File: src/hw/rtl/cc20_queue.sv
module cc20_queue
  #(parameter int unsigned WIDTH = 8,
    parameter int unsigned DEPTH_LOG2 = 3)
  (
  input  logic                  clk,
  input  logic                  rst_n,
  input  logic                  wr_en,
  input  logic [WIDTH-1:0]      wr_data,
  output logic                  full,
  input  logic                  rd_en,
  output logic [WIDTH-1:0]      rd_data,
  output logic                  empty,
  output logic [DEPTH_LOG2:0]   level
);

  localparam int unsigned DEPTH = 1 << DEPTH_LOG2;

  logic [WIDTH-1:0]      mem_r [DEPTH];
  logic [DEPTH_LOG2-1:0] wr_ptr_r;
  logic [DEPTH_LOG2-1:0] rd_ptr_r;
  logic [DEPTH_LOG2:0]   level_r;

  assign full    = (level_r == (DEPTH_LOG2 + 1)'(DEPTH));
  assign empty   = (level_r == '0);
  assign level   = level_r;
  assign rd_data = mem_r[rd_ptr_r];

  // Storage array.
  always_ff @(posedge clk) begin
    if (wr_en) begin
      mem_r[wr_ptr_r] <= wr_data;
    end
  end

  // Pointers and fill level.
  always_ff @(posedge clk) begin
    if (!rst_n) begin
      wr_ptr_r <= '0;
      rd_ptr_r <= '0;
      level_r  <= '0;
    end else begin
      if (wr_en) begin
        wr_ptr_r <= wr_ptr_r + 1'b1;
      end
      if (rd_en) begin
        rd_ptr_r <= rd_ptr_r + 1'b1;
      end
      if (wr_en && !rd_en) begin
        level_r <= level_r + 1'b1;
      end else if (rd_en && !wr_en) begin
        level_r <= level_r - 1'b1;
      end
    end
  end

endmodule

File: config.mk
export PLATFORM = sky130hd
export DESIGN_NAME = cc20_queue
export DESIGN_NICKNAME = d
export VERILOG_FILES = /design/src/hw/rtl/cc20_queue.sv
export SDC_FILE = /design/constraint.sdc
export NUM_CORES = 1
export LEC_CHECK = 0
export BUFFER_PORTS_ARGS = -buffer_cell sky130_fd_sc_hd__buf_2
export CAP_MARGIN = 20
export CORE_MARGIN = 4
export CORE_UTILIZATION = 58
export DETAILED_ROUTE_END_ITERATION = 10
export PLACE_DENSITY = 0.9
export SYNTH_ARGS = -nofsm -noshare
export SYNTH_HDL_FRONTEND = slang
export SYNTH_SLANG_ARGS = --single-unit
File: constraint.sdc
create_clock -name clk -period 4.04 [get_ports clk]
set_clock_uncertainty 0.05 [all_clocks]
set_input_delay 0.606 -clock clk [delete_from_list [all_inputs] [get_ports clk]]
set_output_delay 0.606 -clock clk [all_outputs]
set_load 0.01 [all_outputs]
Word-level counts from Yosys, hierarchy flattened
Memories as Yosys holds them, arrays and structs flattened. A register that Yosys moved wholly into a read port is not among the register bits. Cells that the tools add are included.

Register bits after elaboration: 10. RAM bits: 64. Bits of input ports: 12. Memories kept: 1.

Memory list: mem_r (depth 8, bits a word 8, rd ports 1, clocked after Yosys merged registers in 1, wr ports 1, RTL line 18) `logic [WIDTH-1:0] mem_r [DEPTH];`.

$add $sub $neg: 4. Equality and inequality tests: 1. Muxes and demuxes: 6. Reductions and logical operators: 6.

Operators by type and width (count): two-way mux 4 bit (2); adder 3 x 1 -> 3 bit (second input constant) (2); two-way mux 3 bit (2); adder 4 x 1 -> 4 bit (second input constant) (1); == test 4 bit (second input constant) (1); logical NOT 4 bit (1); subtractor 4 x 1 -> 4 bit (second input constant) (1); logical AND 1 bit (2); logical NOT 1 bit (2); two-way mux 1 bit (2); nonzero test 2 bit (1).

Longest topological paths before layout
Depth after elaboration: 4. Gate-level depth with buffers: 8. Depth with buffers taken out: 8.

Worst setup path after synthesis
No wires, ideal clock.

Path type: reg2out. From: register (tool-made name). To: output port rd_data[1]. Data arrival time: 1.381 ns. Required time: 3.384 ns. Slack: 2.003 ns. Stages on the path, launching flop included: 5. Cell sequence: dfxtp_1 > buf_6 > buf_12 > mux4_1 > mux2_2.

RTL lines: end: declaration (RTL line 11) `output logic [WIDTH-1:0] rd_data,`.

==> impl_metrics.py <==
metrics = {
    "status": {
        "status": "completed",
    },
    "worst_setup_path": {
        "r2r_cells": 2,
        "critPathRequiredTime_ps": 3380,
        "arrival_ps": 2320,
        "r2r-start": "wr_ptr_r[0]$_SDFFE_PN0P_",
        "crit_fanout": 16,
        "critPathKind": "flop to primary output",
        "cp-end-kind": "primary output",
        "startpoint_type": "flop",
    },
    "finish": {
        "area_growth_pct": 11.5,
        "fin_cells": 268,
        "fin_area_um2": 3470,
        "fin_util": 0.676,
        "antenna_cells": 0,
        "layout.nets": 211,
        "final_layout_size_suffix_gt1_frac": 0.247,
    },
    "routing": {
        "via_count": 1538,
        "avgViaCountPerCell": 5.74,
        "first_iter_violations": 116,
        "drtAntennaViolNets": 0,
        "first_pass_iters": 4,
        "wirelength_um": 5280,
        "drc": 0,
        "wl_per_cell_um": 19.7,
    },
    "placement": {
        "dp_hpwl_um": 3480,
        "port_buffers": 25,
        "globalplace.congestion": 0.752,
        "dp_slack_ps": 1390,
        "placed_area_um2": 3290,
        "place_inst": 252,
    },
    "global_route": {
        "track_usage": 0.183,
        "grt_pass1_vias": 1610,
        "antenna_found_initial": 0,
        "overflow": 0,
        "grt_pass1_wl_um": 8170,
        "grt_max_degree": 17,
    },
    "cts": {
        "cts_buffers": 9,
        "htree_levels": 3,
        "root_buffer": "clkbuf_8",
        "clk_latency_ps": 340,
        "post_cts_resized": 0,
        "path_clk_slew_ps": 70,
        "postCtsSetupBuffers": 0,
        "cts_sinks": 77,
        "cts_tree": "yes",
        "cts_hold_buf": 0,
        "ctsLongestPathBuffers": 2,
    },
    "timing": {
        "relSlewSlack": 0.418,
        "final.setup.tns_ps": 0,
        "fmax_mhz": 336,
        "worst_slew_pin_slew_ps": 872,
        "setup_violations": 0,
        "maxSlewViolCount": 0,
        "period_needed_ps": 2980,
        "min_period_over_period": 0.737,
        "hold_violations": 0,
        "rsz0062_at_grt": "false",
        "worst_slack_ps": 1060,
        "hold_slack_ps": 472,
    },
    "power": {
        "ir_worst_vdd_mv": 0.234,
        "total_power_mw": 1.64,
        "p_leak_nw": 1.22,
        "p_per_area_nw_per_um2": 471,
    },
    "floorplan": {
        "die_h_um": 81.3,
        "std_cell_rows": 26,
        "die_w_um": 81.3,
        "ios": 26,
        "die-area_um2": 6600,
        "core_um2": 5140,
        "initial_utilization": 0.606,
    },
    "worst_hold_path": {
        "hold_class": "flop to flop",
        "holdCritStartpoint": "level[3]$_SDFFE_PN0P_",
        "min_path_cells": 2,
    },
    "synthesis": {
        "synth_nets": 180,
        "yosysSeqAreaShare": 0.701,
        "synth_warnings": 0,
        "synthCells": 162,
        "synth.ff_latch_count": 77,
        "synth_area_per_cell_um2": 19.2,
        "syn_area_um2": 3110,
        "synth_cell_type_count": 29,
    },
    "run": {
        "maxCapViolCount": 0,
    },
}
[metal layers]
metal	wire length (µm)	part of all wire	global-route usage
met5	0	0	0
met4	100	0.019	0.0946
met2	3000	0.57	0.342
met1	1940	0.37	0.187
met3	244	0.046	0.0443
[registers in the layout, indices dropped and copies added (netlist names), named ones only]
register  flops
mem_r        64
rd_ptr_r      3
level         4
wr_ptr_r      3
[worst max-delay path, stage by stage (launching register included)]
cell and delay, ps:
dfxtp_1 890, mux4_1 680, mux2_2 270, buf_2 140
[layout make-up]
type | instances | area (µm²)
flip-flops and latches | 77 | 2180
fillers | 350 | 1670
multi-input cells | 76 | 872
repair buffers | 27 | 140
clock buffers | 11 | 131
well taps | 70 | 87.6
clock inverters | 5 | 51.3
inverters | 2 | 7.51
[layout by cell type (no fill, tap or decap), types with 2 or more instances in the layout]
| cell type | synthesis | routed |
|---|---|---|
| edfxtp_1 | 64 | 64 |
| nor2b_1 | 3 | 3 |
| mux2i_1 | 4 | 4 |
| dfxtp_1 | 13 | 13 |
| nand2b_1 | 4 | 4 |
| nand2_1 | 6 | 6 |
| buf_4 | 0 | 2 |
| mux2_2 | 8 | 8 |
| inv_1 | 2 | 2 |
| nor3_1 | 2 | 2 |
| clkbuf_8 | 0 | 9 |
| clkbuf_1 | 3 | 2 |
| buf_2 | 1 | 25 |
| clkinv_2 | 0 | 2 |
| xor2_1 | 2 | 2 |
| and2_1 | 7 | 7 |
| mux4_1 | 15 | 15 |
| nor2_1 | 7 | 7 |
| xnor2_1 | 4 | 4 |
| ha_1 | 5 | 5 |
[cell families after synthesis]
kind of cell | after synthesis | share of synthesized area
flip-flops | 77 | 0.701
AND/OR/NAND/NOR | 32 | 0.0535
multiplexers | 28 | 0.176
buffers and inverters | 9 | 0.0189
XOR/XNOR | 6 | 0.0169
adder cells (fa/ha/maj) | 6 | 0.0265
AO/OA/AOI/OAI | 4 | 0.00764
[synth_stat cells]
library cell | number | area share
edfxtp_1 | 64 | 0.62
mux4_1 | 15 | 0.13
dfxtp_1 | 13 | 0.084
mux2_2 | 8 | 0.029
and2_1 | 7 | 0.014
nor2_1 | 7 | 0.0084
nand2_1 | 6 | 0.0072
ha_1 | 5 | 0.020
mux2i_1 | 4 | 0.013
nand2b_1 | 4 | 0.0080
xnor2_1 | 4 | 0.011
clkbuf_1 | 3 | 0.0036
nor2b_1 | 3 | 0.0060
inv_1 | 2 | 0.0024
nor3_1 | 2 | 0.0032
xor2_1 | 2 | 0.0056
a211oi_1 | 1 | 0.0024
a21oi_1 | 1 | 0.0016
a31oi_1 | 1 | 0.0020
buf_1 | 1 | 0.0012
buf_12 | 1 | 0.0064
buf_2 | 1 | 0.0016
buf_6 | 1 | 0.0036
fa_1 | 1 | 0.0064
mux4_2 | 1 | 0.0072
nand3_1 | 1 | 0.0016
nor4_1 | 1 | 0.0020
nor4b_1 | 1 | 0.0028
o21ai_0 | 1 | 0.0016
[worst paths after layout]
kind | to | slack, ps
max | rd_data[1] | 1060
max reg2reg | mem_r[6][2]$_DFFE_PP_ | 2380
min reg2reg | level[3]$_SDFFE_PN0P_ | 470
min | level[3]$_SDFFE_PN0P_ | 470
[report_power, final]
part / internal [mW] / leakage (nW) / switching (mW) / total (mW)
Sequential: 0.890 / 0.688 / 0.0350 / 0.925
Clock: 0.281 / 0.0907 / 0.252 / 0.534
Combinational: 0.0938 / 0.444 / 0.0821 / 0.176
Note: power is estimated with default switching activity, not from simulation.
