<file path="src/hw/rtl/cc20_pkg.sv">
package cc20_pkg;

  // Block function constants.
  localparam logic [31:0] SIGMA0 = 32'h61707865;
  localparam logic [31:0] SIGMA1 = 32'h3320646e;
  localparam logic [31:0] SIGMA2 = 32'h79622d32;
  localparam logic [31:0] SIGMA3 = 32'h6b206574;
  localparam int unsigned ROUNDS = 20;
  localparam int unsigned ROUND_W = 5;
  localparam int unsigned WORDS_PER_BLOCK = 8;
  localparam int unsigned POS_W = 3;
  localparam int unsigned COUNT_W = 4;
  localparam logic [COUNT_W-1:0] FULL_COUNT = 4'd8;

  // Register map, in register order.
  typedef enum logic [2:0] {
    REG_KEY0     = 3'd0,
    REG_KEY1     = 3'd1,
    REG_KEY2     = 3'd2,
    REG_KEY3     = 3'd3,
    REG_NONCE_LO = 3'd4,
    REG_NONCE_HI = 3'd5,
    REG_INIT_CTR = 3'd6
  } cc20_reg_t;

  typedef enum logic [1:0] {
    CORE_IDLE,
    CORE_RUN,
    CORE_DONE
  } cc20_core_state_t;

  typedef logic [15:0][31:0] cc20_state_t;
  typedef logic [WORDS_PER_BLOCK-1:0][63:0] cc20_block_t;

  typedef struct packed {
    logic [3:0][63:0] key;
    logic [63:0]      nonce_lo;
    logic [31:0]      nonce_hi;
    logic [31:0]      init_ctr;
  } cc20_cfg_t;

  // One classified word on its way to the back end.
  typedef struct packed {
    logic [63:0]        data;
    logic [COUNT_W-1:0] count;
    logic [POS_W-1:0]   pos;
    logic               need_block;
  } cc20_entry_t;

  typedef struct packed {
    logic        done;
    cc20_block_t ks;
  } cc20_core_stat_t;

  // Initial block function state from configuration and block counter.
  function automatic cc20_state_t make_init(input cc20_cfg_t cfg, input logic [31:0] ctr);
    cc20_state_t s;
    s[0] = SIGMA0;
    s[1] = SIGMA1;
    s[2] = SIGMA2;
    s[3] = SIGMA3;
    for (int i = 0; i < 4; i++) begin
      s[4 + 2 * i] = cfg.key[i][31:0];
      s[5 + 2 * i] = cfg.key[i][63:32];
    end
    s[12] = ctr;
    s[13] = cfg.nonce_lo[31:0];
    s[14] = cfg.nonce_lo[63:32];
    s[15] = cfg.nonce_hi;
    return s;
  endfunction

  // Quarter round; result packed as {d, c, b, a}.
  function automatic logic [3:0][31:0] quarter(input logic [31:0] ai, input logic [31:0] bi,
                                               input logic [31:0] ci, input logic [31:0] di);
    logic [31:0] a;
    logic [31:0] b;
    logic [31:0] c;
    logic [31:0] d;
    a = ai;
    b = bi;
    c = ci;
    d = di;
    a = a + b; d = d ^ a; d = {d[15:0], d[31:16]};
    c = c + d; b = b ^ c; b = {b[19:0], b[31:20]};
    a = a + b; d = d ^ a; d = {d[23:0], d[31:24]};
    c = c + d; b = b ^ c; b = {b[24:0], b[31:25]};
    return {d, c, b, a};
  endfunction

  // One round: column round when diag is low, diagonal round otherwise.
  function automatic cc20_state_t one_round(input cc20_state_t x, input logic diag);
    cc20_state_t y;
    logic [3:0][31:0] q0;
    logic [3:0][31:0] q1;
    logic [3:0][31:0] q2;
    logic [3:0][31:0] q3;
    if (!diag) begin
      q0 = quarter(x[0], x[4], x[8],  x[12]);
      q1 = quarter(x[1], x[5], x[9],  x[13]);
      q2 = quarter(x[2], x[6], x[10], x[14]);
      q3 = quarter(x[3], x[7], x[11], x[15]);
      y[0] = q0[0]; y[4] = q0[1]; y[8]  = q0[2]; y[12] = q0[3];
      y[1] = q1[0]; y[5] = q1[1]; y[9]  = q1[2]; y[13] = q1[3];
      y[2] = q2[0]; y[6] = q2[1]; y[10] = q2[2]; y[14] = q2[3];
      y[3] = q3[0]; y[7] = q3[1]; y[11] = q3[2]; y[15] = q3[3];
    end else begin
      q0 = quarter(x[0], x[5], x[10], x[15]);
      q1 = quarter(x[1], x[6], x[11], x[12]);
      q2 = quarter(x[2], x[7], x[8],  x[13]);
      q3 = quarter(x[3], x[4], x[9],  x[14]);
      y[0] = q0[0]; y[5] = q0[1]; y[10] = q0[2]; y[15] = q0[3];
      y[1] = q1[0]; y[6] = q1[1]; y[11] = q1[2]; y[12] = q1[3];
      y[2] = q2[0]; y[7] = q2[1]; y[8]  = q2[2]; y[13] = q2[3];
      y[3] = q3[0]; y[4] = q3[1]; y[9]  = q3[2]; y[14] = q3[3];
    end
    return y;
  endfunction

  // Byte mask: bytes below the count pass, the rest are forced to zero.
  function automatic logic [63:0] byte_mask(input logic [COUNT_W-1:0] cnt);
    logic [63:0] m;
    for (int j = 0; j < 8; j++) begin
      m[8 * j +: 8] = (COUNT_W'(j) < cnt) ? 8'hff : 8'h00;
    end
    return m;
  endfunction

endpackage

</file>
<file path="src/hw/rtl/cc20_back.sv">
module cc20_back
  import cc20_pkg::*;
  (
  input  logic            clk,
  input  logic            rst_n,
  input  logic            head_valid,
  input  cc20_entry_t     head,
  output logic            pop,
  input  cc20_core_stat_t core,
  output logic            take,
  output logic            out_valid,
  input  logic            out_ready,
  output logic [63:0]     data_out
);

  logic [63:0] ks_r [WORDS_PER_BLOCK];
  logic        out_valid_r;
  logic [63:0] out_data_r;
  logic        out_load;
  logic        fire;
  logic [63:0] ks_word;

  assign out_load  = !out_valid_r || out_ready;
  assign fire      = head_valid && out_load && (!head.need_block || core.done);
  assign pop       = fire;
  assign take      = fire && head.need_block;
  assign ks_word   = head.need_block ? core.ks[0] : ks_r[head.pos];
  assign out_valid = out_valid_r;
  assign data_out  = out_data_r;

  // Current keystream block, loaded when its first word goes out.
  always_ff @(posedge clk) begin
    if (take) begin
      for (int i = 0; i < WORDS_PER_BLOCK; i++) begin
        ks_r[i] <= core.ks[i];
      end
    end
  end

  // Output register.
  always_ff @(posedge clk) begin
    if (!rst_n) begin
      out_valid_r <= 1'b0;
    end else if (out_load) begin
      out_valid_r <= fire;
    end
  end

  always_ff @(posedge clk) begin
    if (fire) begin
      out_data_r <= (head.data ^ ks_word) & byte_mask(head.count);
    end
  end

endmodule

</file>
<file path="config.mk">
export PLATFORM = sky130hd
export DESIGN_NAME = cc20_back
export DESIGN_NICKNAME = d
export VERILOG_FILES = /design/src/hw/rtl/cc20_pkg.sv /design/src/hw/rtl/cc20_back.sv
export SDC_FILE = /design/constraint.sdc
export NUM_CORES = 1
export LEC_CHECK = 0
export BUFFER_PORTS_ARGS = -buffer_cell sky130_fd_sc_hd__buf_2
export CORE_AREA = 2 2 257 259
export CTS_CLUSTER_DIAMETER = 50
export DETAILED_ROUTE_END_ITERATION = 12
export DIE_AREA = 0 0 259 261
export SLEW_MARGIN = 5
export SYNTH_ARGS = -nofsm -noshare
export SYNTH_HDL_FRONTEND = slang
export SYNTH_SLANG_ARGS = --single-unit
</file>
<file path="constraint.sdc">
create_clock -name clk -period 26 [get_ports clk]
set_input_delay 2.6 -clock clk [delete_from_list [all_inputs] [get_ports clk]]
set_output_delay 2.6 -clock clk [all_outputs]
set_load 0.1 [all_outputs]
</file>
=== Word level (Yosys, flattened, before mapping) ===
Memory sizes are Yosys's and may differ from the RTL's.
Index checks and enable logic that the tools add are counted.
W data, S select, Z words.

* RAM bits: 512
* Latch bits: 0
* Input bits: 589
* Output and inout port bits: 67
* Bits in registers: 65
* Memories: 1
* Logic and storage cells: 31
* ROM bits: 0

{| class="wikitable"
|+ Memories
! name !! words !! width !! rd ports !! clocked after Yosys merged registers in !! wr ports !! line !! RTL
|-
| ks_r || 8 || 64 || 1 || 0 || 8 || cc20_back.sv:16 || <nowiki>logic [63:0] ks_r [WORDS_PER_BLOCK];</nowiki>
|}

* Reduce and logical (&&, ||, !) cells: 7
* Eq/ne operators: 0
* Bitwise logic cells: 2
* Divide/modulo/power cells: 0
* Shift-type cells: 0
* Mux-type cells: 11
* Multipliers: 0
* Add/sub/neg operators: 0
* Magnitude comparators: 8

{| class="wikitable"
|+ Operators by type and width
! operator !! number
|-
| $and A64 B64 Y64 || 1
|-
| $mux W64 || 1
|-
| $mux W8 || 8
|-
| $xor A64 B64 Y64 || 1
|-
| $lt A3 B4 Y1 const A || 4
|-
| $lt A1 B4 Y1 const A || 2
|-
| $lt A2 B4 Y1 const A || 2
|-
| $logic_and A1 B1 Y1 || 3
|-
| $logic_not A1 Y1 || 2
|-
| $logic_or A1 B1 Y1 || 2
|-
| $mux W1 || 2
|}

=== Depth between registers and ports, before layout ===
* Word-level depth: 7
* Depth in mapped cells: 8
* Gate-level depth less buffers: 4

=== Worst setup path before layout ===
No wires, ideal clock.

* Kind: input to output
* Start point: input port head[0] in the netlist's numbering
* End point: output port take
* Stages on the path: 6
* Slack: 3.704 ns
* Buffers on the path: 2
* Data required time: 23.400 ns
* Arrival time: 19.696 ns
* Cells stage by stage: buf_2 inv_2 buf_2 o21ai_0 nor2b_1 and2_1

* Word-level cells in the longest chain between the ends: 4

{| class="wikitable"
|+ RTL lines
! what !! line !! RTL
|-
| start, declared || cc20_back.sv:7 || <nowiki>input cc20_entry_t head,</nowiki>
|-
| $logic_not A1 Y1 || cc20_back.sv:24 || <nowiki>assign fire = head_valid && out_load && (!head.need_block || core.done);</nowiki>
|-
| $logic_or A1 B1 Y1 || cc20_back.sv:24 ||
|-
| $logic_and A1 B1 Y1 || cc20_back.sv:24 ||
|-
| via pop || cc20_back.sv:8 || <nowiki>output logic pop,</nowiki>
|-
| $logic_and A1 B1 Y1 || cc20_back.sv:26 || <nowiki>assign take = fire && head.need_block;</nowiki>
|-
| end, declared || cc20_back.sv:10 || <nowiki>output logic take,</nowiki>
|}

The timed path passes the listed nets, and every way through them passes these cells.

==> impl_metrics.csv <==
group,metric,value,unit
outcome,status,"completed",
worst_setup_path,cp_slowest_cell,"buf_4",
worst_setup_path,r2r_slack,20100,ps
worst_setup_path,endpoint_kind,"flop",
global_routing,grt_pass1_wl,95.9,mm
cts,cts_resized,0,
worst_setup_path,cp_num_cells,10,
worst_setup_path,start_kind,"primary input",
global_routing,grt_max_degree,161,
worst_setup_path,worst-path-buf-inv,7,
cts,cts_buffers,75,
die,coreArea,65000,sq um
yosys,synth_cell_types,35,
detailed_routing,wire_per_inst,23.9,microns
yosys,yosys_register_bits,577,
pwr,power.leakage,0.0114,uW
timing,fin_skew,30.1,ps
flow_run,maxCapViolCount,0,
yosys,syn_inst,1192,
timing,worstMarginPinSlew,1190,ps
global_routing,grt_remaining_overflow,0,
global_routing,grt_pass1_vias,15179,
cells_and_area,fill_cells,5679,
cts,postCtsHoldBufs,0,
worst_setup_path,cp.arrival,9050,ps
yosys,yosys_warnings,0,
cts,clock-sinks,577,
cts,htreeDepth,3,
pwr,ir_worst_vdd,0.0523,mV
cells_and_area,stdcell_count,2820,
cts,cts_setup_buffers,0,
die,io_pins,656,
timing,final_hold_viol_count,0,
cells_and_area,nets,2461,
die,die_w,259,microns
worst_setup_path,cpPeakStageDelay,960,ps
cells_and_area,area_growth,28.4,%
placement,gp_congestion,0.849,
die,die_area,67600,sq um
worst_setup_path,cp-endpoint,"ks_r[4][46]$_DFFE_PP_",
worst_setup_path,r2r_cells,8,
cells_and_area,finish.instance_area,30100,sq um
detailed_routing,drt_iter0_drc,1166,
timing,setup-violations-final,0,
placement,placed_area,27600,sq um
cells_and_area,final_util,0.463,
placement,dp_hpwl,47.7,mm
worst_setup_path,cp-startpoint,"head[0]",
pwr,powerDensity,78.1,nW/um^2
worst_hold_path,hp-class,"reg -> reg",
placement,placed_cells,2659,
yosys,seq_area_frac_synth,0.738,
timing,fmax,113,MHz
cts,clk_latency,610,ps
die,start_util,0.361,
global_routing,grt.total_usage,0.194,
worst_setup_path,reg2reg_from,"out_valid$_SDFFE_PN0N_",
global_routing,antenna_found_initial,37,
cts,cts-root-buf,"clkbuf_16",
detailed_routing,first_pass_iters,5,
worst_setup_path,critPathTopFamily,"buffers and inverters",
worst_setup_path,r2r_end,"ks_r[4][46]$_DFFE_PP_",
timing,fin_hold_ws,532,ps
timing,final_max_slew_viol_count,0,
cts,cts_max_path_buffers,3,
timing,rsz0062_at_grt,"false",
cells_and_area,drive_gt1_frac,0.473,
cts,cts_tree,"built",
timing,max_slew_margin,0.207,
worst_setup_path,critical_path.max_fanout,82,
timing,fin_crit_sh,0.340,
yosys,syn_area_per_cell,19.7,sq um
timing,fin_crit,8840,ps
detailed_routing,drc,0,
detailed_routing,viasPerCell,5.07,
worst_setup_path,cpMostUsedCell,"buf_4",
die,rows,94,
timing,tns,0,ps
yosys,syn-num-nets,1781,
worst_setup_path,crit_type,"in -> reg",
detailed_routing,drt-total-wl,67.5,mm
worst_setup_path,crit_chain,"buf_4 -> clkinv_2 -> o21ai_0 -> nor2b_4 -> buf_4 -> and2_4 -> buf_4 -> buf_4 -> buf_4 -> buf_4",
placement,port_buffers,655,
die,die_h,261,microns
detailed_routing,ant_nets,0,
cts,clk_pin_slew_worst_paths,60,ps
detailed_routing,via_count,14303,
worst_setup_path,required,26210,ps
yosys,syn_area,23500,sq um
## report_power, final
part | internal, uW | total [uW] | switching (uW)
clock network | 622 | 1020 | 398
registers | 1080 | 1090 | 10.4
logic | 89.0 | 247 | 158
## cells by family (layout without fill, tap and decap cells)
logic type	after synthesis	after routing	share of synthesized area
AOI/OAI and AO/OA	150	150	0.0501
buffers and inverters	70	807	0.0175
DFF	577	577	0.738
muxes	192	192	0.150
other	0	27	0
and+or+nand+nor	203	203	0.0439
## final cells by class
| type | count | area, sq um | share of cell area |
|---|---|---|---|
| clock buffers | 87 | 1940 | 0.0645 |
| clock inverters | 47 | 522 | 0.0173 |
| multi-input cells | 545 | 5740 | 0.191 |
| flip-flops and latches | 577 | 17300 | 0.575 |
| inverters | 2 | 8.76 | 0.000291 |
| well taps | 864 | 1080 | 0.0359 |
| repair buffers | 671 | 3430 | 0.114 |
| diodes | 27 | 67.6 | 0.00224 |
## metal layers
| metal | global-route usage | part of all wire | vias to the layer above |
|---|---|---|---|
| met1 | 0.231 | 0.37 | 7075 |
| li1 | - | - | 6392 |
| met2 | 0.325 | 0.51 | 677 |
| met3 | 0.0553 | 0.082 | 139 |
| met5 | 0 | 0.0015 | - |
| met4 | 0.0923 | 0.033 | 20 |
## per-stage QoR
stage | power, uW | worst slack [ps]
floorplan | 1280 | 3700
global placement | 1350 | 16670
detailed placement | 1350 | 16460
CTS | 2380 | 17130
global route | 2430 | 16620
finish | 2350 | 17160
## worst min-delay path by stage
stage                                 from                endpoint  slack (ps)  cells past startpoint
detailed placement  out_valid$_SDFFE_PN0N_  out_valid$_SDFFE_PN0N_         510                      2
global route        out_valid$_SDFFE_PN0N_  out_valid$_SDFFE_PN0N_         580                      2
finish              out_valid$_SDFFE_PN0N_  out_valid$_SDFFE_PN0N_         530                      2
floorplan            ks_r[4][24]$_DFFE_PP_  data_out[24]$_DFFE_PP_         880                      3
global placement    out_valid$_SDFFE_PN0N_  out_valid$_SDFFE_PN0N_         520                      2
CTS                 out_valid$_SDFFE_PN0N_  out_valid$_SDFFE_PN0N_         530                      2
## Yosys cell counts
cell type	count	area, sq um
a211oi_1	40	300
o211a_1	16	160
o21ai_0	1	5.00
buf_1	7	26.3
nand2_1	24	90.1
dfxtp_1	1	20.0
a21o_1	18	135
o22a_1	8	70.1
mux4_2	128	2880
nor3_1	18	90.1
mux2i_1	64	641
nand2b_1	1	6.26
buf_2	19	95.1
a211oi_2	1	12.5
o21a_1	8	60.1
buf_6	6	67.6
o211ai_1	8	60.1
a2bb2oi_1	24	210
clkbuf_4	1	7.51
a211o_1	8	70.1
buf_4	8	60.1
and2_1	1	6.26
a21boi_0	1	7.51
buf_8	4	60.1
nand3_1	48	240
or2_1	1	6.26
a21oi_1	17	85.1
nor3b_1	24	180
inv_1	1	3.75
edfxtp_1	576	17300
nor2_1	51	191
inv_2	1	3.75
or3_1	26	163
nor2b_1	9	56.3
clkbuf_1	23	86.3
## worst reg2reg max path: stages, from the launching register on
cell	delay, ps
dfxtp_1	310
nand2b_1	90
nor2b_4	150
buf_4	460
and2_4	870
buf_4	890
buf_4	1020
buf_4	840
buf_4	850
## sequential cells by signal, indices dropped and copies added, names as in the netlist
name / count
out_valid: 1
data_out: 64
ks_r: 512
## cells in the final DEF (no fill, tap or decap), types with 2 or more instances in the layout
cell / instances
or3_1: 26
clkinv_2: 11
buf_2: 651
o211a_1: 16
inv_6: 6
mux2i_1: 64
bufinv_16: 8
a211oi_1: 40
o211ai_1: 8
buf_4: 16
buf_6: 2
inv_8: 2
nand3_1: 48
clkinv_4: 3
nor3b_1: 24
nor2b_1: 8
a21oi_1: 17
clkinvlp_4: 2
clkinv_1: 13
clkbuf_16: 76
mux4_2: 128
nor2_1: 51
nor3_1: 18
diode_2: 27
a211o_1: 8
a21o_1: 18
o21a_1: 8
clkbuf_1: 11
o22a_1: 8
edfxtp_1: 576
a2bb2oi_1: 24
nand2_1: 24
No activity file was read; power rests on OpenSTA's default activity.
