==> src/hw/rtl/cc20_pkg.sv <==
package cc20_pkg;

  // Block function constants.
  localparam logic [31:0] SIGMA0 = 32'h61707865;
  localparam logic [31:0] SIGMA1 = 32'h3320646e;
  localparam logic [31:0] SIGMA2 = 32'h79622d32;
  localparam logic [31:0] SIGMA3 = 32'h6b206574;
  localparam int unsigned ROUNDS = 20;
  localparam int unsigned ROUND_W = 5;
  localparam int unsigned WORDS_PER_BLOCK = 8;
  localparam int unsigned POS_W = 3;
  localparam int unsigned COUNT_W = 4;
  localparam logic [COUNT_W-1:0] FULL_COUNT = 4'd8;

  // Register map, in register order.
  typedef enum logic [2:0] {
    REG_KEY0     = 3'd0,
    REG_KEY1     = 3'd1,
    REG_KEY2     = 3'd2,
    REG_KEY3     = 3'd3,
    REG_NONCE_LO = 3'd4,
    REG_NONCE_HI = 3'd5,
    REG_INIT_CTR = 3'd6
  } cc20_reg_t;

  typedef enum logic [1:0] {
    CORE_IDLE,
    CORE_RUN,
    CORE_DONE
  } cc20_core_state_t;

  typedef logic [15:0][31:0] cc20_state_t;
  typedef logic [WORDS_PER_BLOCK-1:0][63:0] cc20_block_t;

  typedef struct packed {
    logic [3:0][63:0] key;
    logic [63:0]      nonce_lo;
    logic [31:0]      nonce_hi;
    logic [31:0]      init_ctr;
  } cc20_cfg_t;

  // One classified word on its way to the back end.
  typedef struct packed {
    logic [63:0]        data;
    logic [COUNT_W-1:0] count;
    logic [POS_W-1:0]   pos;
    logic               need_block;
  } cc20_entry_t;

  typedef struct packed {
    logic        done;
    cc20_block_t ks;
  } cc20_core_stat_t;

  // Initial block function state from configuration and block counter.
  function automatic cc20_state_t make_init(input cc20_cfg_t cfg, input logic [31:0] ctr);
    cc20_state_t s;
    s[0] = SIGMA0;
    s[1] = SIGMA1;
    s[2] = SIGMA2;
    s[3] = SIGMA3;
    for (int i = 0; i < 4; i++) begin
      s[4 + 2 * i] = cfg.key[i][31:0];
      s[5 + 2 * i] = cfg.key[i][63:32];
    end
    s[12] = ctr;
    s[13] = cfg.nonce_lo[31:0];
    s[14] = cfg.nonce_lo[63:32];
    s[15] = cfg.nonce_hi;
    return s;
  endfunction

  // Quarter round; result packed as {d, c, b, a}.
  function automatic logic [3:0][31:0] quarter(input logic [31:0] ai, input logic [31:0] bi,
                                               input logic [31:0] ci, input logic [31:0] di);
    logic [31:0] a;
    logic [31:0] b;
    logic [31:0] c;
    logic [31:0] d;
    a = ai;
    b = bi;
    c = ci;
    d = di;
    a = a + b; d = d ^ a; d = {d[15:0], d[31:16]};
    c = c + d; b = b ^ c; b = {b[19:0], b[31:20]};
    a = a + b; d = d ^ a; d = {d[23:0], d[31:24]};
    c = c + d; b = b ^ c; b = {b[24:0], b[31:25]};
    return {d, c, b, a};
  endfunction

  // One round: column round when diag is low, diagonal round otherwise.
  function automatic cc20_state_t one_round(input cc20_state_t x, input logic diag);
    cc20_state_t y;
    logic [3:0][31:0] q0;
    logic [3:0][31:0] q1;
    logic [3:0][31:0] q2;
    logic [3:0][31:0] q3;
    if (!diag) begin
      q0 = quarter(x[0], x[4], x[8],  x[12]);
      q1 = quarter(x[1], x[5], x[9],  x[13]);
      q2 = quarter(x[2], x[6], x[10], x[14]);
      q3 = quarter(x[3], x[7], x[11], x[15]);
      y[0] = q0[0]; y[4] = q0[1]; y[8]  = q0[2]; y[12] = q0[3];
      y[1] = q1[0]; y[5] = q1[1]; y[9]  = q1[2]; y[13] = q1[3];
      y[2] = q2[0]; y[6] = q2[1]; y[10] = q2[2]; y[14] = q2[3];
      y[3] = q3[0]; y[7] = q3[1]; y[11] = q3[2]; y[15] = q3[3];
    end else begin
      q0 = quarter(x[0], x[5], x[10], x[15]);
      q1 = quarter(x[1], x[6], x[11], x[12]);
      q2 = quarter(x[2], x[7], x[8],  x[13]);
      q3 = quarter(x[3], x[4], x[9],  x[14]);
      y[0] = q0[0]; y[5] = q0[1]; y[10] = q0[2]; y[15] = q0[3];
      y[1] = q1[0]; y[6] = q1[1]; y[11] = q1[2]; y[12] = q1[3];
      y[2] = q2[0]; y[7] = q2[1]; y[8]  = q2[2]; y[13] = q2[3];
      y[3] = q3[0]; y[4] = q3[1]; y[9]  = q3[2]; y[14] = q3[3];
    end
    return y;
  endfunction

  // Byte mask: bytes below the count pass, the rest are forced to zero.
  function automatic logic [63:0] byte_mask(input logic [COUNT_W-1:0] cnt);
    logic [63:0] m;
    for (int j = 0; j < 8; j++) begin
      m[8 * j +: 8] = (COUNT_W'(j) < cnt) ? 8'hff : 8'h00;
    end
    return m;
  endfunction

endpackage

==> src/hw/rtl/cc20_front.sv <==
module cc20_front
  import cc20_pkg::*;
  (
  input  logic              clk,
  input  logic              rst_n,
  input  logic              in_valid,
  output logic              in_ready,
  input  logic [63:0]       data_in,
  input  logic [COUNT_W-1:0] byte_count,
  input  logic              message_start,
  input  logic [31:0]       init_ctr,
  input  logic              data_full,
  input  logic              req_full,
  output logic              data_push,
  output cc20_entry_t       entry,
  output logic              req_push,
  output logic [31:0]       req_ctr
);

  logic             restart_r;
  logic [POS_W-1:0] pos_r;
  logic [31:0]      ctr_r;
  logic             restart;
  logic [POS_W-1:0] pos;
  logic [31:0]      ctr;
  logic             need_block;
  logic             accept;

  assign in_ready = !data_full && !req_full;
  assign accept   = in_valid && in_ready;

  // Classify the word: a fresh message reloads the counter, position zero needs a block.
  always_comb begin
    restart    = message_start || restart_r;
    pos        = restart ? '0 : pos_r;
    ctr        = restart ? init_ctr : ctr_r;
    need_block = (pos == '0);
  end

  assign data_push        = accept;
  assign req_push         = accept && need_block;
  assign req_ctr          = ctr;
  assign entry.data       = data_in;
  assign entry.count      = byte_count;
  assign entry.pos        = pos;
  assign entry.need_block = need_block;

  // Message position and block counter.
  always_ff @(posedge clk) begin
    if (!rst_n) begin
      restart_r <= 1'b1;
      pos_r     <= '0;
      ctr_r     <= '0;
    end else if (accept) begin
      pos_r     <= pos + 1'b1;
      ctr_r     <= need_block ? ctr + 32'd1 : ctr;
      restart_r <= (byte_count < FULL_COUNT);
    end
  end

endmodule

==> config.mk <==
export PLATFORM = sky130hd
export DESIGN_NAME = cc20_front
export DESIGN_NICKNAME = d
export VERILOG_FILES = /design/src/hw/rtl/cc20_pkg.sv /design/src/hw/rtl/cc20_front.sv
export SDC_FILE = /design/constraint.sdc
export NUM_CORES = 1
export LEC_CHECK = 0
export ABC_AREA = 1
export BUFFER_PORTS_ARGS = -buffer_cell sky130_fd_sc_hd__buf_2
export CAP_MARGIN = 25
export CELL_PAD_IN_SITES_DETAIL_PLACEMENT = 1
export CELL_PAD_IN_SITES_GLOBAL_PLACEMENT = 1
export CORE_MARGIN = 4
export CORE_UTILIZATION = 31
export CTS_CLUSTER_DIAMETER = 60
export DETAILED_ROUTE_END_ITERATION = 12
export PLACE_DENSITY_LB_ADDON = 0.2
export SLEW_MARGIN = 25
export SYNTH_ARGS = -nofsm -noshare
export SYNTH_HDL_FRONTEND = slang
export SYNTH_SLANG_ARGS = --single-unit
==> constraint.sdc <==
create_clock -name clk -period 6.1 [get_ports clk]
set_clock_uncertainty 0.2 [all_clocks]
set_input_delay 0 -clock clk [delete_from_list [all_inputs] [get_ports clk]]
set_output_delay 0 -clock clk [all_outputs]
set_load 0.05 [all_outputs]
# Yosys cells after proc, flatten, opt, wreduce, memory -nomap -nowiden
# Index checks and enable logic that the tools add are counted.
[word_totals]
romBits = 0
latchBits = 0
ram_bits = 0
ff_bits = 36
wordCells = 16
mem_count = 0
[classes]
n_mux = 3
add_sub_neg = 2
shift = 0
multipliers = 0
order_cmp = 1
n_reduce_logical = 7
bitwise = 0
n_div = 0
eq_ne = 0
[ops]
columns = ["op", "count"]
rows = [
  ["two-way mux 32 bit", 2],
  ["adder 32 x 1 -> 32 bit, second input constant", 1],
  ["less-than comparator 4 bit, second input constant", 1],
  ["adder 3 x 1 -> 3 bit, second input constant", 1],
  ["logical AND 1 bit", 3],
  ["zero test 3 bit", 1],
  ["two-way mux 3 bit", 1],
  ["zero test 1 bit", 2],
  ["logical OR 1 bit", 1],
]

# Logic depth before layout (Yosys ltp)
# Gate-level depths: netlist (run 1).
[logic_depth]
depth_word = 4
mapped_depth = 17
ltp_nobuf = 15

# Least setup slack after synthesis (run 1)
# No wires, ideal clock.
[synth_timing]
path_kind = "flip-flop to flip-flop"
start = "register restart_r"
end = "register ctr_r[26]"
setup_slack_ns = 3.044
period_less_slack_ns = 3.056
stages_incl_launch_ff = 17
required_time_ns = 5.748
setup_ns = 0.152
arrival_ns = 2.705
cell_sequence = "dfxtp_1 > inv_2 > nand2_2 > buf_6 > buf_4 > nor2_1 > inv_1 > ha_1 > nand2_2 > inv_2 > nand2_1 > nor2_4 > nand2_2 > nor2_1 > nand3_1 > xor2_1 > a21oi_1"
[synth_lines]
columns = ["item", "line_no", "source"]
rows = [
  ["start, declared", "cc20_front.sv:20", "logic restart_r;"],
  ["start signal, assigned", "cc20_front.sv:57", "restart_r <= (byte_count < FULL_COUNT);"],
  ["end signal, assigned", "cc20_front.sv:56", "ctr_r <= need_block ? ctr + 32'd1 : ctr;"],
  ["end, declared", "cc20_front.sv:22", "logic [31:0] ctr_r;"],
]

# Final worst setup path (run 1)
[layout_timing]
start = "register restart_r"
end = "register ctr_r[26]"
[layout_between]
elab_chain_len = 4
word_cells_on_any_way = 6
cone_classes = "add/sub (1); mux (3); reduce/logical (2)"
[layout_rtl]
columns = ["item", "line_no", "source"]
rows = [
  ["logical OR 1 bit (*)", "cc20_front.sv:34", "restart = message_start || restart_r;"],
  ["two-way mux 32 bit or two-way mux 3 bit (tied branches)", "cc20_front.sv:36, cc20_front.sv:35", ""],
  ["adder 32 x 1 -> 32 bit or zero test 3 bit (tied branches)", "cc20_front.sv:56, cc20_front.sv:37", ""],
  ["two-way mux 32 bit (*)", "cc20_front.sv:56", ""],
]
# Mark *: on every way between the ends. The rest lies on a longest branch, timed or not.
# A chain may end at the register's enable or synchronous reset.

==> impl_metrics.tcl, run 1 <==
set metrics [dict create \
    h-tree-depth 2 \
    cts_root_buf "clkbuf_16" \
    synth_nets 648 \
    max_clock_freq_mhz 345 \
    fin_area_um2 4350 \
    maxSlewHeadroom_pct 56.8 \
    synth.most_common_cell "nand2_1" \
    slowest_stage "nand2_2" \
    syn_area_per_cell_um2 6.49 \
    synthSimpleGateAreaFrac_pct 37.0 \
    fin_crit_sh_pct 47.5 \
    hpwl_um 8300 \
    netlist_area_um2 3500 \
    max_stage_delay_ns 0.48 \
    start_kind "flop" \
    ys_ff_latch 36 \
    worstPathRequired_ns 6.06 \
    muxShareOfSynthArea_pct 0 \
    synth_edf_count 0 \
    status "complete, no violations" \
    p_leak_uw 0.00201 \
    final_net_count 724 \
    synth_compound_area_share_pct 12.1 \
    rows 38 \
    synth_area_leader_cell "dfxtp_1" \
    grt-ovfl-total 0 \
    drive_gt1_share_pct 24.9 \
    synth_top_family_by_area "simple AND/OR/NAND/NOR gates" \
    grt_first_pass_wirelength_um 18600 \
    ys_top_cells_by_count "127 x nand2_1, 72 x buf_4, 47 x inv_1" \
    cts.clk_slew.worst_paths_ns 0.06 \
    grt_usage_pct 17.7 \
    worstMarginPinSlew_ns 0.646 \
    ys_top_cells_by_area "dfxtp_1 21%, buf_4 15%, nand2_1 14%" \
    wl_um 11600 \
    holdWs_ns 0.0118 \
    yosys_most_used_dff "dfxtp_1" \
    place_area_um2 3430 \
    post_cts_buffers 0 \
    crit_arrival_ns 2.86 \
    core_um2 10900 \
    cpMostUsedCell "nand2_2" \
    yosys_warnings 0 \
    start_util_pct 32.0 \
    clk_latency_ns 0.28 \
    synthXorXnorAreaFrac_pct 5.01 \
    n_antenna_cell 0 \
    vdd_drop_max_v 0.0000859 \
    hp-class "input port to flop" \
    path_class "flop to flop" \
    drt_iter0_drc 114 \
    first_pass_iters 4 \
    synthCells 539 \
    antenna_found_initial 0 \
    drv_slew 0 \
    place.gp.congestion 0.837 \
    clk_path_buf_depth 2 \
    crit_fanout 32 \
    final.setup.tns_ns 0 \
    grt_pass1_vias 3720 \
    fp.dieW_um 114 \
    grt_max_degree 52 \
    setup_viol 0 \
    hold_viol 0 \
    synth_cell_types 33 \
    ios 213 \
    antenna_left 0 \
    finalNonFillerCells 755 \
    dieArea_um2 13100 \
    placed_cells 672 \
    place_ws_ns 3.13 \
    cts_tree "built" \
    viasPerCell 4.69 \
    ys_async_sr_fraction_pct 0 \
    cap_violations 0 \
    synth_fa_ha_area_share_pct 1.07 \
    dieHeight_um 114 \
    vias 3538 \
    rsz0062_at_grt "false" \
    clock-sinks 36 \
    layout_setup_ws_ns 3.20 \
    portBuffers 78 \
    period_needed_ns 2.90 \
    worstPathCellList "inv_2 -> nand2_2 -> nor2_1 -> inv_1 -> ha_1 -> nand2_2 -> inv_2 -> nand2_1 -> nor2_4 -> nand2_2 -> nor2_1 -> nand3_1 -> xor2_1 -> a21oi_1" \
    drc_errors 0 \
    routedWlPerCell_um 15.4 \
    synth_top_cell_area_share_pct 20.6 \
    cts_buffers 5 \
    area_delta_synth_final_pct 24.2 \
    power.density_nw_per_um2 197 \
    ys_seq_area_share_pct 20.6 \
    end_kind "flop" \
]
[report_power, final]
group	total [uW]	switching (uW)	internal, uW
logic	326	242	84.5
registers	254	7.21	247
clock network	274	102	172
[timing repair]
item                      in CTS  in global routing
hold buffers                  76                  0
gates resized for setup        0                  0
hold endpoints to repair      76                  0
[worst max-delay path: cells and delay by family, from the launching register on]
kind	cells	cell delay [ns]
AO/OA/AOI/OAI	1	0.08
adder cells (fa/ha/maj)	1	0.16
XOR/XNOR	1	0.15
AND/OR/NAND/NOR	8	1.46
buffers and inverters	3	0.29
flip-flops	1	0.42
[routing by layer]
layer | up-vias | global-route usage (%) | routed length (um)
li1 | 1775 | - | -
met1 | 1622 | 21.7 | 5030
met2 | 135 | 32.4 | 5930
met3 | 6 | 2.59 | 568
met4 | 0 | 3.80 | 103
met5 | - | 0 | 0
[area by class of cell]
type	instances	area, um^2
Tap cell	140	175
Clock buffer	7	153
Fill cell	1421	6590
Inverter	53	199
Timing Repair Buffer	156	1170
Sequential cell	36	721
Multi-Input combinational cell	363	1930
[stage by stage]
| step | power, uW | util, % |
|---|---|---|
| 6_report | 854 | 39.7 |
| 4_1_cts | 868 | 39.7 |
| 2_1_floorplan | 527 | - |
| 3_5_place_dp | 462 | 31.4 |
| 3_3_place_gp | 460 | 31.4 |
| 5_1_grt | 898 | 39.7 |
[sequential cells by signal, indices dropped and copies added, names as in the netlist]
signal and flops:
pos_r 3, restart_r 1, ctr_r 32
[cells in the final DEF, fill, tap and decap left out, drive strengths merged]
master	netlist	layout
a21oi	28	28
nor2	59	59
inv	52	52
o221ai	1	1
buf	77	80
or2	1	1
dlygate4sd3	0	76
a21o	1	1
clkbuf	10	7
xnor2	4	4
ha	3	3
dfxtp	36	36
nand2	165	165
o211ai	2	2
nand4	8	8
clkinv	1	1
o21ai	45	45
xor2	16	16
nand3	25	25
nor3	4	4
a221oi	1	1
[cell families after synthesis]
family / after synthesis
AO/OA/AOI/OAI: 78
adder cells (fa/ha/maj): 3
buffers and inverters: 140
flip-flops: 36
AND/OR/NAND/NOR: 262
XOR/XNOR: 20
[worst paths after layout]
path | from | end | slack (ns) | cells after the start
setup / recovery | restart_r | ctr_r[26] | 3.20 | 14
hold / removal | init_ctr[11] | ctr_r[11] | 0.01 | 5
setup reg to reg | restart_r | ctr_r[26] | 3.20 | 14
hold reg to reg | pos_r[2] | pos_r[2] | 0.28 | 2
Power figures use the tool's default switching activity.
==> run 2: changes to the inputs <==
ABC_AREA = 0   (was 1)
CORE_UTILIZATION = 29   (was 31)
clock period = 2.7 ns   (was 6.1 ns; I/O delays follow)
==> run 2 against run 1 <==
  * The run now ends with negative hold slack left
  * First-iteration DRC count increased by 75%
  * Critical path depth down 7
  * Worst hold slack got worse by 0.017 ns
  * Sequential power is 130% higher
  * Final area increased by 4.1%
  * Area after synthesis shrank 4.0%
  * Critical endpoint is now ctr_r[29]
  * Largest power group unchanged
  * Highest routed layer unchanged
==> impl_metrics.tcl, run 2 <==
set metrics [dict create \
    status "finished, violations left" \
    violations "negative hold slack" \
    regMostFlops "ctr_r" \
    fin_util_pct 39.8 \
    fin_area_um2 4520 \
    ys_seq_area_share_pct 21.5 \
    synth_edf_count 0 \
    p_seq_share_pct 30.3 \
    area_delta_synth_final_pct 34.7 \
    grt_first_pass_wirelength_um 18600 \
    worstMarginPinSlew_ns 0.571 \
    ios 213 \
    power.density_nw_per_um2 418 \
    final_net_count 642 \
    wl_um 12000 \
    period_needed_ns 2.62 \
    clockPowerShare_pct 31.7 \
    placed_cells 589 \
    p_switching_uw 753 \
    antenna_found_initial 0 \
    path_class "flop to flop" \
    clk_latency_ns 0.28 \
    setup_viol 0 \
    grt_usage_pct 17.4 \
    crit_fanout 25 \
    portBuffers 78 \
    finalNonFillerCells 677 \
    synth_area_leader_cell "dfxtp_1" \
    cts_root_buf "clkbuf_16" \
    synth_top_cell_area_share_pct 21.5 \
    ys_top_cells_by_area "dfxtp_1 21%, buf_4 16%, nand3_1 6.4%" \
    ys_ff_latch 36 \
    netlist_area_um2 3360 \
    yosys_most_used_dff "dfxtp_1" \
    p_leak_uw 0.00193 \
    end_kind "flop" \
    dieHeight_um 116 \
    maxSlewHeadroom_pct 61.5 \
    ys_top_cells_by_count "71 x buf_4, 52 x nand2_1, 43 x nand3_1" \
    syn_area_per_cell_um2 7.64 \
    first_pass_iters 4 \
    ys_async_sr_fraction_pct 0 \
    dieArea_um2 13400 \
    drive_gt1_share_pct 27.0 \
    clk_path_buf_depth 2 \
    most-common-layout-cells "78 x dlygate4sd3_1, 78 x buf_2, 51 x nand2_1" \
    crit_arrival_ns 2.65 \
    rr_worst_depth 7 \
    vias 3586 \
    place_area_um2 3560 \
    viasPerCell 5.30 \
    drc_errors 0 \
    start_kind "flop" \
    vdd_drop_max_v 0.000220 \
    final.setup.tns_ns 0 \
    synth.most_common_cell "buf_4" \
    hp-class "input port to flop" \
    antenna_left 0 \
    holdWs_ns -0.00500 \
    min_path_cells 4 \
    grt_max_degree 43 \
    p_comb_share_pct 38.0 \
    core_um2 11400 \
    cap_violations 0 \
    cts_buffers 5 \
    routedWlPerCell_um 17.7 \
    place.gp.congestion 0.785 \
    fp.dieW_um 116 \
    rows 39 \
    start_util_pct 29.5 \
    max_clock_freq_mhz 381 \
    cts_tree "built" \
    reg_top3 "ctr_r: 32 flops, pos_r: 3 flops, restart_r: 1 flops" \
    hold_viol 1 \
    total_power_uw 1890 \
    h-tree-depth 2 \
    synth_nets 549 \
    p_int_uw 1140 \
    grt_pass1_vias 3638 \
    cts.clk_slew.worst_paths_ns 0.06 \
    grt-ovfl-total 0 \
    fin_crit_sh_pct 97.1 \
    n_antenna_cell 0 \
    drv_slew 0 \
    clock-sinks 36 \
    power.share.switching_pct 39.9 \
    reg2reg_slack_ns 0.08 \
    drt_iter0_drc 199 \
    hpwl_um 7980 \
    synth_cell_types 54 \
    largest_register_ffs 32 \
    worstPathRequired_ns 2.73 \
    yosys_warnings 0 \
    synthCells 440 \
]
[run 2: changes by cell type after synthesis, sizes merged, moves of 12 or more]
cell    previous run  this run
nand3             25        43
o211ai             2        24
mux2i              0        12
nor2              59        18
mux2               0        14
nand2            165        52
inv               52        16
a21oi             28         4
o21ai             45        21
[run 2: path summary, 6_finish.rpt]
check / start / endpoint
worst max-delay path: restart_r / ctr_r[29]
worst min-delay path: init_ctr[19] / ctr_r[19]
worst max register to register: restart_r / ctr_r[29]
worst min register to register: pos_r[1] / pos_r[1]
[run 2: layout make-up]
cell class                 instances  area, um^2
inverter                          17        63.8
sequential                        36         722
timing repair buffer             185        1440
clock buffer                       8         146
tap                              143         179
multi-input combinational        288        1970
fill                            1384        6850
[run 2: per-stage QoR]
stage               worst slack (ns)  hold slack [ns]
finish                        0.0774         -0.00500
global route                 -0.0142           0.0307
CTS                           0.0539          0.00260
detailed placement            0.0858           -0.200
global placement               0.101           -0.200
floorplan                     -0.198          -0.0736
[run 2: layer usage]
layer	vias up	track usage [%]	share of wire, %
met4	0	3.25	0.63
met3	4	2.56	6.4
li1	1712	-	-
met1	1722	22.5	44
met5	-	0	0
met2	148	31.1	49
[run 2: power groups by stage]
stage | clock network [uW] | registers (uW) | logic [uW]
after detailed placement | 0 | 583 | 434
after floorplan | 0 | 577 | 567
after global routing | 645 | 575 | 761
after global placement | 0 | 583 | 429
final | 600 | 573 | 717
after CTS | 622 | 572 | 720
[run 2: cell families (layout without fill, tap and decap cells)]
kind of cell / after synthesis / in the layout / synth area share, %
simple gates: 169 / 169 / 27.2
buf+inv: 116 / 210 / 21.8
compound gates: 82 / 82 / 18.1
flops: 36 / 36 / 21.5
mux: 26 / 26 / 8.27
xor+xnor: 8 / 8 / 2.09
fa+ha+maj: 3 / 3 / 1.12
[run 2: critical path: stages (launching register included)]
cell and delay (ns):
dfxtp_2 0.34, buf_12 0.16, nand4bb_4 0.21, a222oi_1 0.39
buf_4 0.20, or4b_1 0.46, or4_1 0.53, nand3_1 0.08
[run 2: what timing repair did]
item                                   CTS  global route
endpoints found under the hold margin   78             0
buffers inserted                         0             2
hold buffers                            78             0
resized for setup                        0             3
setup endpoints to repair                0             3
==> run 3: changes to the inputs <==
clock period = 2.6 ns   (was 2.7 ns; I/O delays follow)
==> run 3 against run 2 <==
  * The run still ends with negative hold slack left
  * Fmax is 2.3% higher
  * First-iteration DRC count is 30% lower
  * Total power is 4.5% higher
  * Die area stayed put
  * Critical endpoint is now ctr_r[23]
==> impl_metrics.tcl, run 3 (synthesized netlist as in run 2, its figures left out) <==
set metrics [dict create \
    status "finished, violations left" \
    violations "negative hold slack" \
    most-common-layout-cells "79 x buf_2, 75 x dlygate4sd3_1, 51 x nand2_1" \
    period_needed_ns 2.56 \
    drc_errors 0 \
    hp-start "init_ctr[13]" \
    rr_startpoint "restart_r" \
    p_leak_uw 0.00205 \
    grt_pass1_vias 3715 \
    power.density_nw_per_um2 422 \
    core_um2 11400 \
    antenna_found_initial 0 \
    hp-class "input port to flop" \
    antenna_left 0 \
    crit_fanout 8 \
    wl_um 12500 \
    rsz0062_at_grt "true" \
    viasPerCell 5.31 \
    whs_endpoint "ctr_r[13]" \
    rows 39 \
    clk_latency_ns 0.28 \
    drv_slew 0 \
    final_common_cell "buf_2" \
    crit-reg2reg-capture "ctr_r[23]" \
    cap_violations 0 \
    setup_viol 0 \
    dieArea_um2 13400 \
    ios 213 \
    worstPathRequired_ns 2.62 \
    end_kind "flop" \
    vdd_drop_max_v 0.000237 \
    clock-sinks 36 \
    regMostFlops "ctr_r" \
    vias 3681 \
    max_clock_freq_mhz 390 \
    hpwl_um 8300 \
    fin_util_pct 41.2 \
    n_antenna_cell 0 \
    maxSlewHeadroom_pct 64.7 \
    crit_arrival_ns 2.58 \
    grt_max_degree 43 \
    reg2reg_slack_ns 0.04 \
    portBuffers 78 \
    cts_buffers 5 \
    start_kind "flop" \
    largest_register_ffs 32 \
    final.setup.tns_ns 0 \
    reg_top3 "ctr_r: 32 flops, pos_r: 3 flops, restart_r: 1 flops" \
    first_pass_iters 4 \
    routedWlPerCell_um 18.0 \
    fin_crit_sh_pct 98.6 \
    hold_viol 2 \
    start_util_pct 29.5 \
    min_path_cells 4 \
    cts_tree "built" \
    grt_usage_pct 17.6 \
    h-tree-depth 2 \
    drive_gt1_share_pct 31.8 \
    rr_worst_depth 7 \
    fp.dieW_um 116 \
    drt_iter0_drc 139 \
    worstMarginPinSlew_ns 0.528 \
    cts.clk_slew.worst_paths_ns 0.06 \
    path_class "flop to flop" \
    final_net_count 658 \
    grt_first_pass_wirelength_um 18800 \
    area_delta_synth_final_pct 39.4 \
    clk_path_buf_depth 2 \
    place.gp.congestion 0.797 \
    cts_root_buf "clkbuf_16" \
    dieHeight_um 116 \
    grt-ovfl-total 0 \
    holdWs_ns -0.0130 \
]
-- run 3: cell types whose count changed in the layout (fill, tap and decap cells not counted), sizes merged --
cell / previous run / this run
dlygate4sd3: 78 / 75
buf: 107 / 126
-- run 3: worst max-delay path, cell delays in order (launching register included) --
cell and delay (ns):
dfxtp_4 0.38, buf_6 0.14, or4bb_1 0.51, a22oi_2 0.25
nand4_1 0.25, buf_6 0.21, or4b_4 0.48, nand3_2 0.08
-- run 3: area by class of cell --
| cell class | count | area, um^2 |
|---|---|---|
| well taps | 143 | 179 |
| repair buffers | 201 | 1540 |
| inverters | 17 | 63.8 |
| flip-flops and latches | 36 | 724 |
| fillers | 1343 | 6690 |
| multi-input cells | 288 | 2030 |
| clock buffers | 8 | 146 |
-- run 3: worst max-delay path by stage --
stage / cells after the start / from / slack [ns] / end
floorplan: 12 / restart_r / -0.30 / ctr_r[14]
global placement: 7 / restart_r / 0.02 / ctr_r[25]
detailed placement: 7 / restart_r / -0.04 / ctr_r[23]
CTS: 7 / restart_r / 0.007 / ctr_r[14]
global route: 11 / restart_r / -0.12 / ctr_r[23]
finish: 7 / restart_r / 0.04 / ctr_r[23]
-- run 3: what timing repair did --
item / in CTS / in global routing
setup endpoints to repair: 6 / 13
setup buffers: 0 / 6
hold endpoints to repair: 75 / 0
gates resized for setup: 3 / 26
pin swaps: 1 / 16
hold buffers: 75 / 0
cloned: 0 / 2
-- run 3: per-stage QoR --
| stage | worst slack, ns | cells | instance area (um^2) | power [uW] |
|---|---|---|---|---|
| detailed placement | -0.0439 | 602 | 3630 | 1060 |
| CTS | 0.00703 | 685 | 4540 | 1990 |
| global route | -0.119 | 693 | 4680 | 2060 |
| finish | 0.0367 | 693 | 4680 | 1970 |
| global placement | 0.0246 | 602 | 3630 | 1060 |
| floorplan | -0.298 | 440 | 3460 | 1190 |
-- run 3: metal layers --
| layer | track usage [%] | vias up | part of all wire [%] |
|---|---|---|---|
| met5 | 0 | - | 0 |
| met1 | 22.2 | 1778 | 43 |
| met3 | 2.82 | 14 | 6.3 |
| met4 | 4.64 | 0 | 1.3 |
| li1 | - | 1730 | - |
| met2 | 31.0 | 159 | 49 |
-- run 3: power by group --
group / internal, uW / switching (uW)
registers: 575 / 19.5
clock network: 383 / 239
logic: 229 / 528
total: 1190 / 787
